File: config.mk
export PLATFORM = sky130hd
export DESIGN_NAME = rfr_ctrl
export DESIGN_NICKNAME = d
export VERILOG_FILES = /design/src/hw/rtl/rfr_pkg.sv /design/src/hw/rtl/rfr_ctrl.sv
export SDC_FILE = /design/constraint.sdc
export NUM_CORES = 1
export LEC_CHECK = 0
export BUFFER_PORTS_ARGS = -buffer_cell sky130_fd_sc_hd__buf_2
export CAP_MARGIN = 20
export CORE_ASPECT_RATIO = 0.8
export CORE_UTILIZATION = 40
export DETAILED_ROUTE_END_ITERATION = 10
export PLACE_DENSITY = 0.75
export SYNTH_ARGS = -nofsm -noshare
export SYNTH_HDL_FRONTEND = slang
export SYNTH_SLANG_ARGS = --single-unit
File: constraint.sdc
create_clock -name aclk -period 1.95 [get_ports aclk]
set_input_delay 0.195 -clock aclk [delete_from_list [all_inputs] [get_ports aclk]]
set_output_delay 0.195 -clock aclk [all_outputs]
set_load 0.05 [all_outputs]
File: src/hw/rtl/rfr_pkg.sv
`default_nettype none
// ----------------------------------------------------------------------------
// rfr_pkg
// Shared constants, codes and control structs for the quartic regula falsi
// root finder.
// ----------------------------------------------------------------------------
package rfr_pkg;

    localparam int VAL_W   = 32;   // value width, signed Q16.16
    localparam int FRAC_W  = 16;
    localparam int ACC_W   = 64;   // Horner accumulator
    localparam int ITER_W  = 10;
    localparam int TOL_W   = 31;
    localparam int NUM_COEF = 5;
    localparam int CIDX_W  = 3;
    localparam int DIV_STEPS = 64;
    localparam int DCNT_W  = 6;

    // datapath operations
    localparam logic [3:0] OP_NONE   = 4'd0;
    localparam logic [3:0] OP_LOAD   = 4'd1;
    localparam logic [3:0] OP_PSTART = 4'd2;
    localparam logic [3:0] OP_MLO    = 4'd3;
    localparam logic [3:0] OP_MHI    = 4'd4;
    localparam logic [3:0] OP_MACC   = 4'd5;
    localparam logic [3:0] OP_PSTORE = 4'd6;
    localparam logic [3:0] OP_CMUL   = 4'd7;
    localparam logic [3:0] OP_DIV    = 4'd8;
    localparam logic [3:0] OP_ROOT   = 4'd9;
    localparam logic [3:0] OP_UPDATE = 4'd10;
    localparam logic [3:0] OP_OUT    = 4'd11;

    // polynomial argument select
    localparam logic [1:0] SEL_XS = 2'd0;
    localparam logic [1:0] SEL_XE = 2'd1;
    localparam logic [1:0] SEL_R  = 2'd2;

    // result status
    localparam logic [1:0] ST_CONV = 2'd0;
    localparam logic [1:0] ST_CAP  = 2'd1;
    localparam logic [1:0] ST_ZDEN = 2'd2;

    // configuration register indexes
    localparam logic [2:0] CFG_X4  = 3'd0;
    localparam logic [2:0] CFG_X3  = 3'd1;
    localparam logic [2:0] CFG_X2  = 3'd2;
    localparam logic [2:0] CFG_X1  = 3'd3;
    localparam logic [2:0] CFG_X0  = 3'd4;
    localparam logic [2:0] CFG_TOL = 3'd5;
    localparam logic [2:0] CFG_CAP = 3'd6;

    typedef struct packed {
        logic [3:0]        op;
        logic [1:0]        sel;
        logic [CIDX_W-1:0] k;
        logic [ITER_W-1:0] iter;
        logic [1:0]        status;
    } rfr_cmd_t;

    typedef struct packed {
        logic              fe_eq_fs;
        logic              fr_in_tol;
        logic [ITER_W-1:0] cap;
    } rfr_stat_t;

endpackage
`default_nettype wire

File: src/hw/rtl/rfr_ctrl.sv
`default_nettype none
// ----------------------------------------------------------------------------
// rfr_ctrl
// Sequencer: polynomial evaluations, chord steps, stop tests, output valid.
// ----------------------------------------------------------------------------
module rfr_ctrl
    import rfr_pkg::*;
(
    input  wire logic      aclk,
    input  wire logic      aresetn,
    input  wire logic      s_tvalid,
    output logic           s_tready,
    output logic           m_tvalid,
    input  wire logic      m_tready,
    input  wire rfr_stat_t stat,
    output rfr_cmd_t       cmd
);

    localparam logic [3:0] S_IDLE   = 4'd0;
    localparam logic [3:0] S_PSTART = 4'd1;
    localparam logic [3:0] S_MLO    = 4'd2;
    localparam logic [3:0] S_MHI    = 4'd3;
    localparam logic [3:0] S_MACC   = 4'd4;
    localparam logic [3:0] S_PSTORE = 4'd5;
    localparam logic [3:0] S_CHECK  = 4'd6;
    localparam logic [3:0] S_DIV    = 4'd7;
    localparam logic [3:0] S_ROOT   = 4'd8;
    localparam logic [3:0] S_TEST   = 4'd9;
    localparam logic [3:0] S_DONE   = 4'd10;

    logic [3:0]        state_reg, state_next;
    logic [ITER_W-1:0] iter_reg, iter_next;
    logic [1:0]        status_reg, status_next;
    logic [CIDX_W-1:0] k_reg, k_next;
    logic [DCNT_W-1:0] cnt_reg, cnt_next;
    logic [1:0]        sel_reg, sel_next;
    logic              mvalid_reg, mvalid_next;

    always_comb begin
        state_next  = state_reg;
        iter_next   = iter_reg;
        status_next = status_reg;
        k_next      = k_reg;
        cnt_next    = cnt_reg;
        sel_next    = sel_reg;
        mvalid_next = mvalid_reg && !m_tready;
        cmd         = '0;
        cmd.op      = OP_NONE;
        cmd.sel     = sel_reg;
        cmd.k       = k_reg;
        cmd.iter    = iter_reg;
        cmd.status  = status_reg;
        case (state_reg)
            S_IDLE: begin
                if (s_tvalid) begin
                    cmd.op      = OP_LOAD;
                    iter_next   = '0;
                    status_next = ST_CAP;
                    sel_next    = SEL_XS;
                    state_next  = S_PSTART;
                end
            end
            S_PSTART: begin
                cmd.op     = OP_PSTART;
                k_next     = 3'd1;
                state_next = S_MLO;
            end
            S_MLO: begin
                cmd.op     = OP_MLO;
                state_next = S_MHI;
            end
            S_MHI: begin
                cmd.op     = OP_MHI;
                state_next = S_MACC;
            end
            S_MACC: begin
                cmd.op = OP_MACC;
                if (k_reg == 3'(NUM_COEF - 1)) begin
                    state_next = S_PSTORE;
                end else begin
                    k_next     = k_reg + 3'd1;
                    state_next = S_MLO;
                end
            end
            S_PSTORE: begin
                cmd.op = OP_PSTORE;
                case (sel_reg)
                    SEL_XS: begin
                        sel_next   = SEL_XE;
                        state_next = S_PSTART;
                    end
                    SEL_XE:  state_next = S_CHECK;
                    default: state_next = S_TEST;
                endcase
            end
            S_CHECK: begin
                if (iter_reg >= stat.cap) begin
                    status_next = ST_CAP;
                    state_next  = S_DONE;
                end else if (stat.fe_eq_fs) begin
                    status_next = ST_ZDEN;
                    state_next  = S_DONE;
                end else begin
                    cmd.op     = OP_CMUL;
                    cnt_next   = '0;
                    state_next = S_DIV;
                end
            end
            S_DIV: begin
                cmd.op   = OP_DIV;
                cnt_next = cnt_reg + 6'd1;
                if (cnt_reg == 6'(DIV_STEPS - 1)) begin
                    state_next = S_ROOT;
                end
            end
            S_ROOT: begin
                cmd.op     = OP_ROOT;
                iter_next  = iter_reg + 10'd1;
                sel_next   = SEL_R;
                state_next = S_PSTART;
            end
            S_TEST: begin
                if (stat.fr_in_tol) begin
                    status_next = ST_CONV;
                    state_next  = S_DONE;
                end else begin
                    cmd.op     = OP_UPDATE;
                    state_next = S_CHECK;
                end
            end
            S_DONE: begin
                if (!mvalid_reg || m_tready) begin
                    cmd.op      = OP_OUT;
                    mvalid_next = 1'b1;
                    state_next  = S_IDLE;
                end
            end
            default: state_next = S_IDLE;
        endcase
    end

    always_ff @(posedge aclk) begin
        if (!aresetn) begin
            state_reg  <= S_IDLE;
            mvalid_reg <= 1'b0;
            iter_reg   <= '0;
            status_reg <= ST_CAP;
            k_reg      <= '0;
            cnt_reg    <= '0;
            sel_reg    <= SEL_XS;
        end else begin
            state_reg  <= state_next;
            mvalid_reg <= mvalid_next;
            iter_reg   <= iter_next;
            status_reg <= status_next;
            k_reg      <= k_next;
            cnt_reg    <= cnt_next;
            sel_reg    <= sel_next;
        end
    end

    assign s_tready = (state_reg == S_IDLE);
    assign m_tvalid = mvalid_reg;

endmodule
`default_nettype wire

## Word-level counts from Yosys, hierarchy flattened

Index checks and enable logic that the tools add are counted.
Widths: inputs -> output; s select.

- Bits in registers: 28
- Bits of input ports: 16
- Logic and storage cells: 82

- Add/sub/neg operators: 3
- Magnitude comparators: 1
- Equality and inequality tests: 22
- Multiplexer cells: 32
- Reduce and logical (&&, ||, !) cells: 17

Operators by type and width:

| kind | count |
|---|---|
| $pmux 4 s11 | 2 |
| $mux 4 | 8 |
| $pmux 10 s2 | 1 |
| $eq 4x3->1 const B | 4 |
| $ne 2x2->1 const B | 8 |
| $eq 4x4->1 const B | 3 |
| $mux 2 | 6 |
| $mux 3 | 4 |
| $mux 6 | 2 |
| $pmux 2 s3 | 2 |
| $pmux 6 s2 | 1 |
| $add 10x1->10 const B | 1 |
| $ge 10x10->1 | 1 |
| $mux 10 | 1 |
| $reduce_and 3->1 | 3 |
| $eq 4x2->1 const B | 2 |
| $pmux 4 s2 | 1 |
| $add 6x1->6 const B | 1 |
| $eq 6x6->1 const B | 1 |
| $pmux 3 s2 | 1 |
| $reduce_bool 2->1 | 3 |
| $reduce_bool 3->1 | 2 |
| $eq 4x1->1 const B | 1 |
| $logic_not 4->1 | 1 |
| 11 further kinds | 15 |

## Longest topological paths before layout

- Depth in word-level cells: 4
- Depth in mapped cells: 8
- Gate-level depth less buffers: 8

## Worst setup path before layout

No wires, ideal clock.

- Kind: flip-flop to flip-flop
- Start: reg state_reg[1]
- End: reg iter_reg[7]
- Setup time: 0.128 ns
- Arrival: 2.958 ns
- Data required time: 1.822 ns
- Setup slack: -1.135 ns
- Cell stages (with the launch flop): 7
- Path buffers: 1
- Clock period less this slack: 3.085 ns
- Cell sequence: dfxtp_1 > clkbuf_1 > nor4_1 > nand2_1 > nand2_1 > mux2_2 > nor2_1

- Longest elaborated chain between the ends: 3
- Elaborated cells between the ends (all ways): 6
- Those cells by class: 2 x eq/ne; 1 x mux; 3 x reduce/logical

RTL lines:

| element | RTL line | text |
|---|---|---|
| start, declared | rfr_ctrl.sv:31 | `logic [3:0] state_reg, state_next;` |
| start signal, assigned | rfr_ctrl.sv:152 | `state_reg <= state_next;` |
| $logic_not 4->1 (*) | -- |  |
| via s_tready | rfr_ctrl.sv:12 | `output logic s_tready,` |
| $ne 2x2->1 (no line) or $reduce_bool 2->1 (tied branches) | -- |  |
| $reduce_and 2->1 (no line) | -- |  |
| end signal, assigned | rfr_ctrl.sv:154 | `iter_reg <= iter_next;` |
| end, declared | rfr_ctrl.sv:32 | `logic [ITER_W-1:0] iter_reg, iter_next;` |

Mark *: on every way through the listed nets, which the timed path passes. The rest lies on a longest branch.
A chain may end at the register's enable or synchronous reset.

==> qor.txt <==
Post-Syn Instances -> 243
Crit path depth -> 8
P_sw -> 0.524 mW
Multi-input logic area -> 1330 µm²
Worst EP arrival -> 1.91 ns
Initial antenna violation count -> 0
CTS Root Cell -> clkbuf_8
Max Cap Viol -> 0
CP Buf/Inv Count -> 2
Tcrit/Tclk final -> 108%
Logic pwr share -> 35.2%
Post-DRT Antenna Nets -> 0
GP Congestion -> 0.842
Die Ht -> 63.3 µm
Crit end category -> output port
Register area -> 581 µm²
Clk_skew -> 0.00410 ns
Yosys reg bits -> 28
WHS Path Cells -> 3
EDFF count, synth -> 0
Worst path slowest cell -> dfxtp_4
Mean Syn Cell Area -> 7.72 µm²
Dpl cells -> 350
Hold Crit Class -> in -> reg
Worst hold slack -> 0.272 ns
First-pass GRT wire length -> 8.09 mm
CTS Buf Count -> 3
Peak Freq -> 475 MHz
P per Cell Area -> 579 nW/µm²
Unrepaired setup endpoints after global routing -> yes
Dpl hpwl -> 3.55 mm
Largest register FFs -> 10
# setup viols final -> 5
Async S/R FF share, synth -> 0%
Core box area -> 4340 µm²
Sequence of cells on the critical path -> inv_2 -> ha_4 -> nand2b_4 -> a21o_1 -> a211oi_2 -> nand2_2 -> o211ai_1 -> buf_4
Crit path max-delay family -> compound AO/OA/AOI/OAI gates
IO buf count -> 38
Leak -> 1.12 nW
Seq/Total Area, Yosys -> 29.9%
DRC -> 0
Failing checks -> setup timing
DR vias/cell -> 5.50
Max Buffers Root-to-Sink -> 2
Final slew viol count -> 0
GRT Total Usage -> 20.3%
Mapped Area -> 1880 µm²
Worst slew margin -> 71.1%
Tmin final -> 2.11 ns
GRT overflow -> 0
First DRT Iteration DRCs -> 98
Initial Util -> 43.3%
TritonCTS clock tree -> yes
WL/cell -> 13.5 µm
Number of global-route vias before repair -> 1847
Net count after synthesis -> 273
Final cell count without fillers -> 356
Area growth syn-to-layout -> 33.1%
Worst R2R Path Depth -> 8
Drt pass-1 iters -> 4
Worst slew pin tran -> 0.433 ns
Clk slew on worst S/H paths -> 0.10 ns
Full die area -> 4970 µm²
Via count -> 1959
Largest net degree at the start of global routing -> 21
Row cnt -> 21
YS warnings -> 0
Fill cell count -> 391
P_int -> 0.921 mW
WP data required -> 1.75 ns
H-tree depth -> 1
Io pins -> 39
Worst stage delay on the critical path -> 0.36 ns
Hold Vio Cnt, Final -> 0
Switch share -> 36.3%
Post-DP Area -> 2320 µm²
Clk_lat worst skew -> 0.28 ns
Worst Setup Slack, final -> -0.157 ns
Startpoint Class -> register
Final WL -> 4.79 mm
Util after Layout -> 57.6%
# diodes -> 0
Post-route cell area -> 2500 µm²
Share of post-route cells with drive strength above 1 -> 34.4%
Top FF cell, synth -> dfxtp_1
Max IR drop VDD -> 0.000260 V
Flop pwr share -> 42.1%
Distinct cell type count after synthesis -> 49
Status -> complete, but fails checks
CTS sink cnt -> 28
Critical path class -> reg -> out
Die width -> 78.6 µm
Final net count -> 330
Worst Path Max Fanout -> 4
Clock network power share -> 22.7%
[layout make-up]
type / instances / share of cell area [%]
Multi-Input combinational cell: 188 / 53.2
Sequential cell: 28 / 23.2
Timing Repair Buffer: 63 / 16.5
Tap cell: 57 / 2.86
Inverter: 16 / 2.40
Clock buffer: 3 / 1.65
Clock inverter: 1 / 0.150
[synth_stat cells (all sizes together), types with 3 or more instances]
cell / number / area share (%)
a21boi: 4 / 1.6
or3: 4 / 1.3
clkbuf: 8 / 1.6
mux2i: 3 / 1.6
mux2: 5 / 3.0
nand3b: 3 / 1.2
nand2: 25 / 5.0
nor2: 25 / 5.0
nand4: 4 / 1.3
and3: 8 / 2.7
dfxtp: 28 / 30
a211oi: 5 / 2.0
nand2b: 5 / 1.7
nand3: 6 / 1.6
a21oi: 22 / 5.9
nor2b: 4 / 1.3
ha: 14 / 9.3
o21ai: 18 / 4.8
inv: 16 / 3.2
nor3: 4 / 1.7
buf: 3 / 1.4
[cells by family after synthesis]
group,count (synthesis),share of synthesized area [%]
and+or+nand+nor,96,26.4
AOI/OAI and AO/OA,69,23.1
DFF,28,29.9
buffers and inverters,27,6.20
adders and majority gates,14,9.33
muxes,8,4.60
xor gates and xnor gates,1,0.467
[power by group through the flow]
stage / Clock, mW / Sequential, mW / Combinational [mW]
final: 0.328 / 0.608 / 0.509
after global placement: 0 / 0.623 / 0.467
after floorplan: 0 / 0.659 / 0.300
after CTS: 0.336 / 0.610 / 0.495
after detailed placement: 0 / 0.623 / 0.472
after global routing: 0.364 / 0.612 / 0.556
[worst paths after layout]
kind / slack (ns) / startpoint / end
setup reg to reg: -0.01 / iter_reg[7]$_SDFFE_PN0P_ / status_reg[1]$_SDFFE_PN0P_
hold / removal: 0.27 / stat[11] / cnt_reg[1]$_SDFFE_PN0P_
hold reg to reg: 0.50 / cnt_reg[1]$_SDFFE_PN0P_ / cnt_reg[1]$_SDFFE_PN0P_
setup / recovery: -0.16 / iter_reg[0]$_SDFFE_PN0P_ / cmd[18]
[cells in the final DEF, fill, tap and decap left out, drive strengths merged, types with 6 or more instances in the layout]
master  netlist  final
buf           3     63
dfxtp        28     28
nor2         25     25
nand2        25     25
a21oi        22     22
o21ai        18     18
inv          16     16
ha           14     14
and3          8      8
nand3         6      6
[per-layer routing]
metal / GRT usage, % / share of wire, %
met1: 27.5 / 48
met2: 32.2 / 46
met3: 3.91 / 5.2
met4: 6.25 / 1.1
met5: 0 / 0
[per-stage QoR]
step	setup slack (ns)	total power, mW	TNS [ns]
after detailed placement	-0.0607	1.10	-0.175
after global placement	0.0132	1.09	0
after CTS	-0.123	1.44	-0.215
after floorplan	-0.0609	0.959	-0.176
final	-0.157	1.44	-0.318
after global routing	-0.244	1.53	-1.23
[worst register-to-register path, stage by stage, from the launching register on]
cell and delay [ns]:
dfxtp_4 0.36, ha_4 0.27, nand4_1 0.15, nor3_2 0.23
a211oi_2 0.11, buf_4 0.16, buf_6 0.11, and3_1 0.18
o221a_2 0.28
[timing repair]
item,CTS,global route
hold buffers,0,0
setup endpoints to repair,10,14
buffers inserted,1,1
pin swaps,3,3
gates resized for setup,10,13
hold endpoints to repair,0,0
No activity file was read; power rests on OpenSTA's default activity.
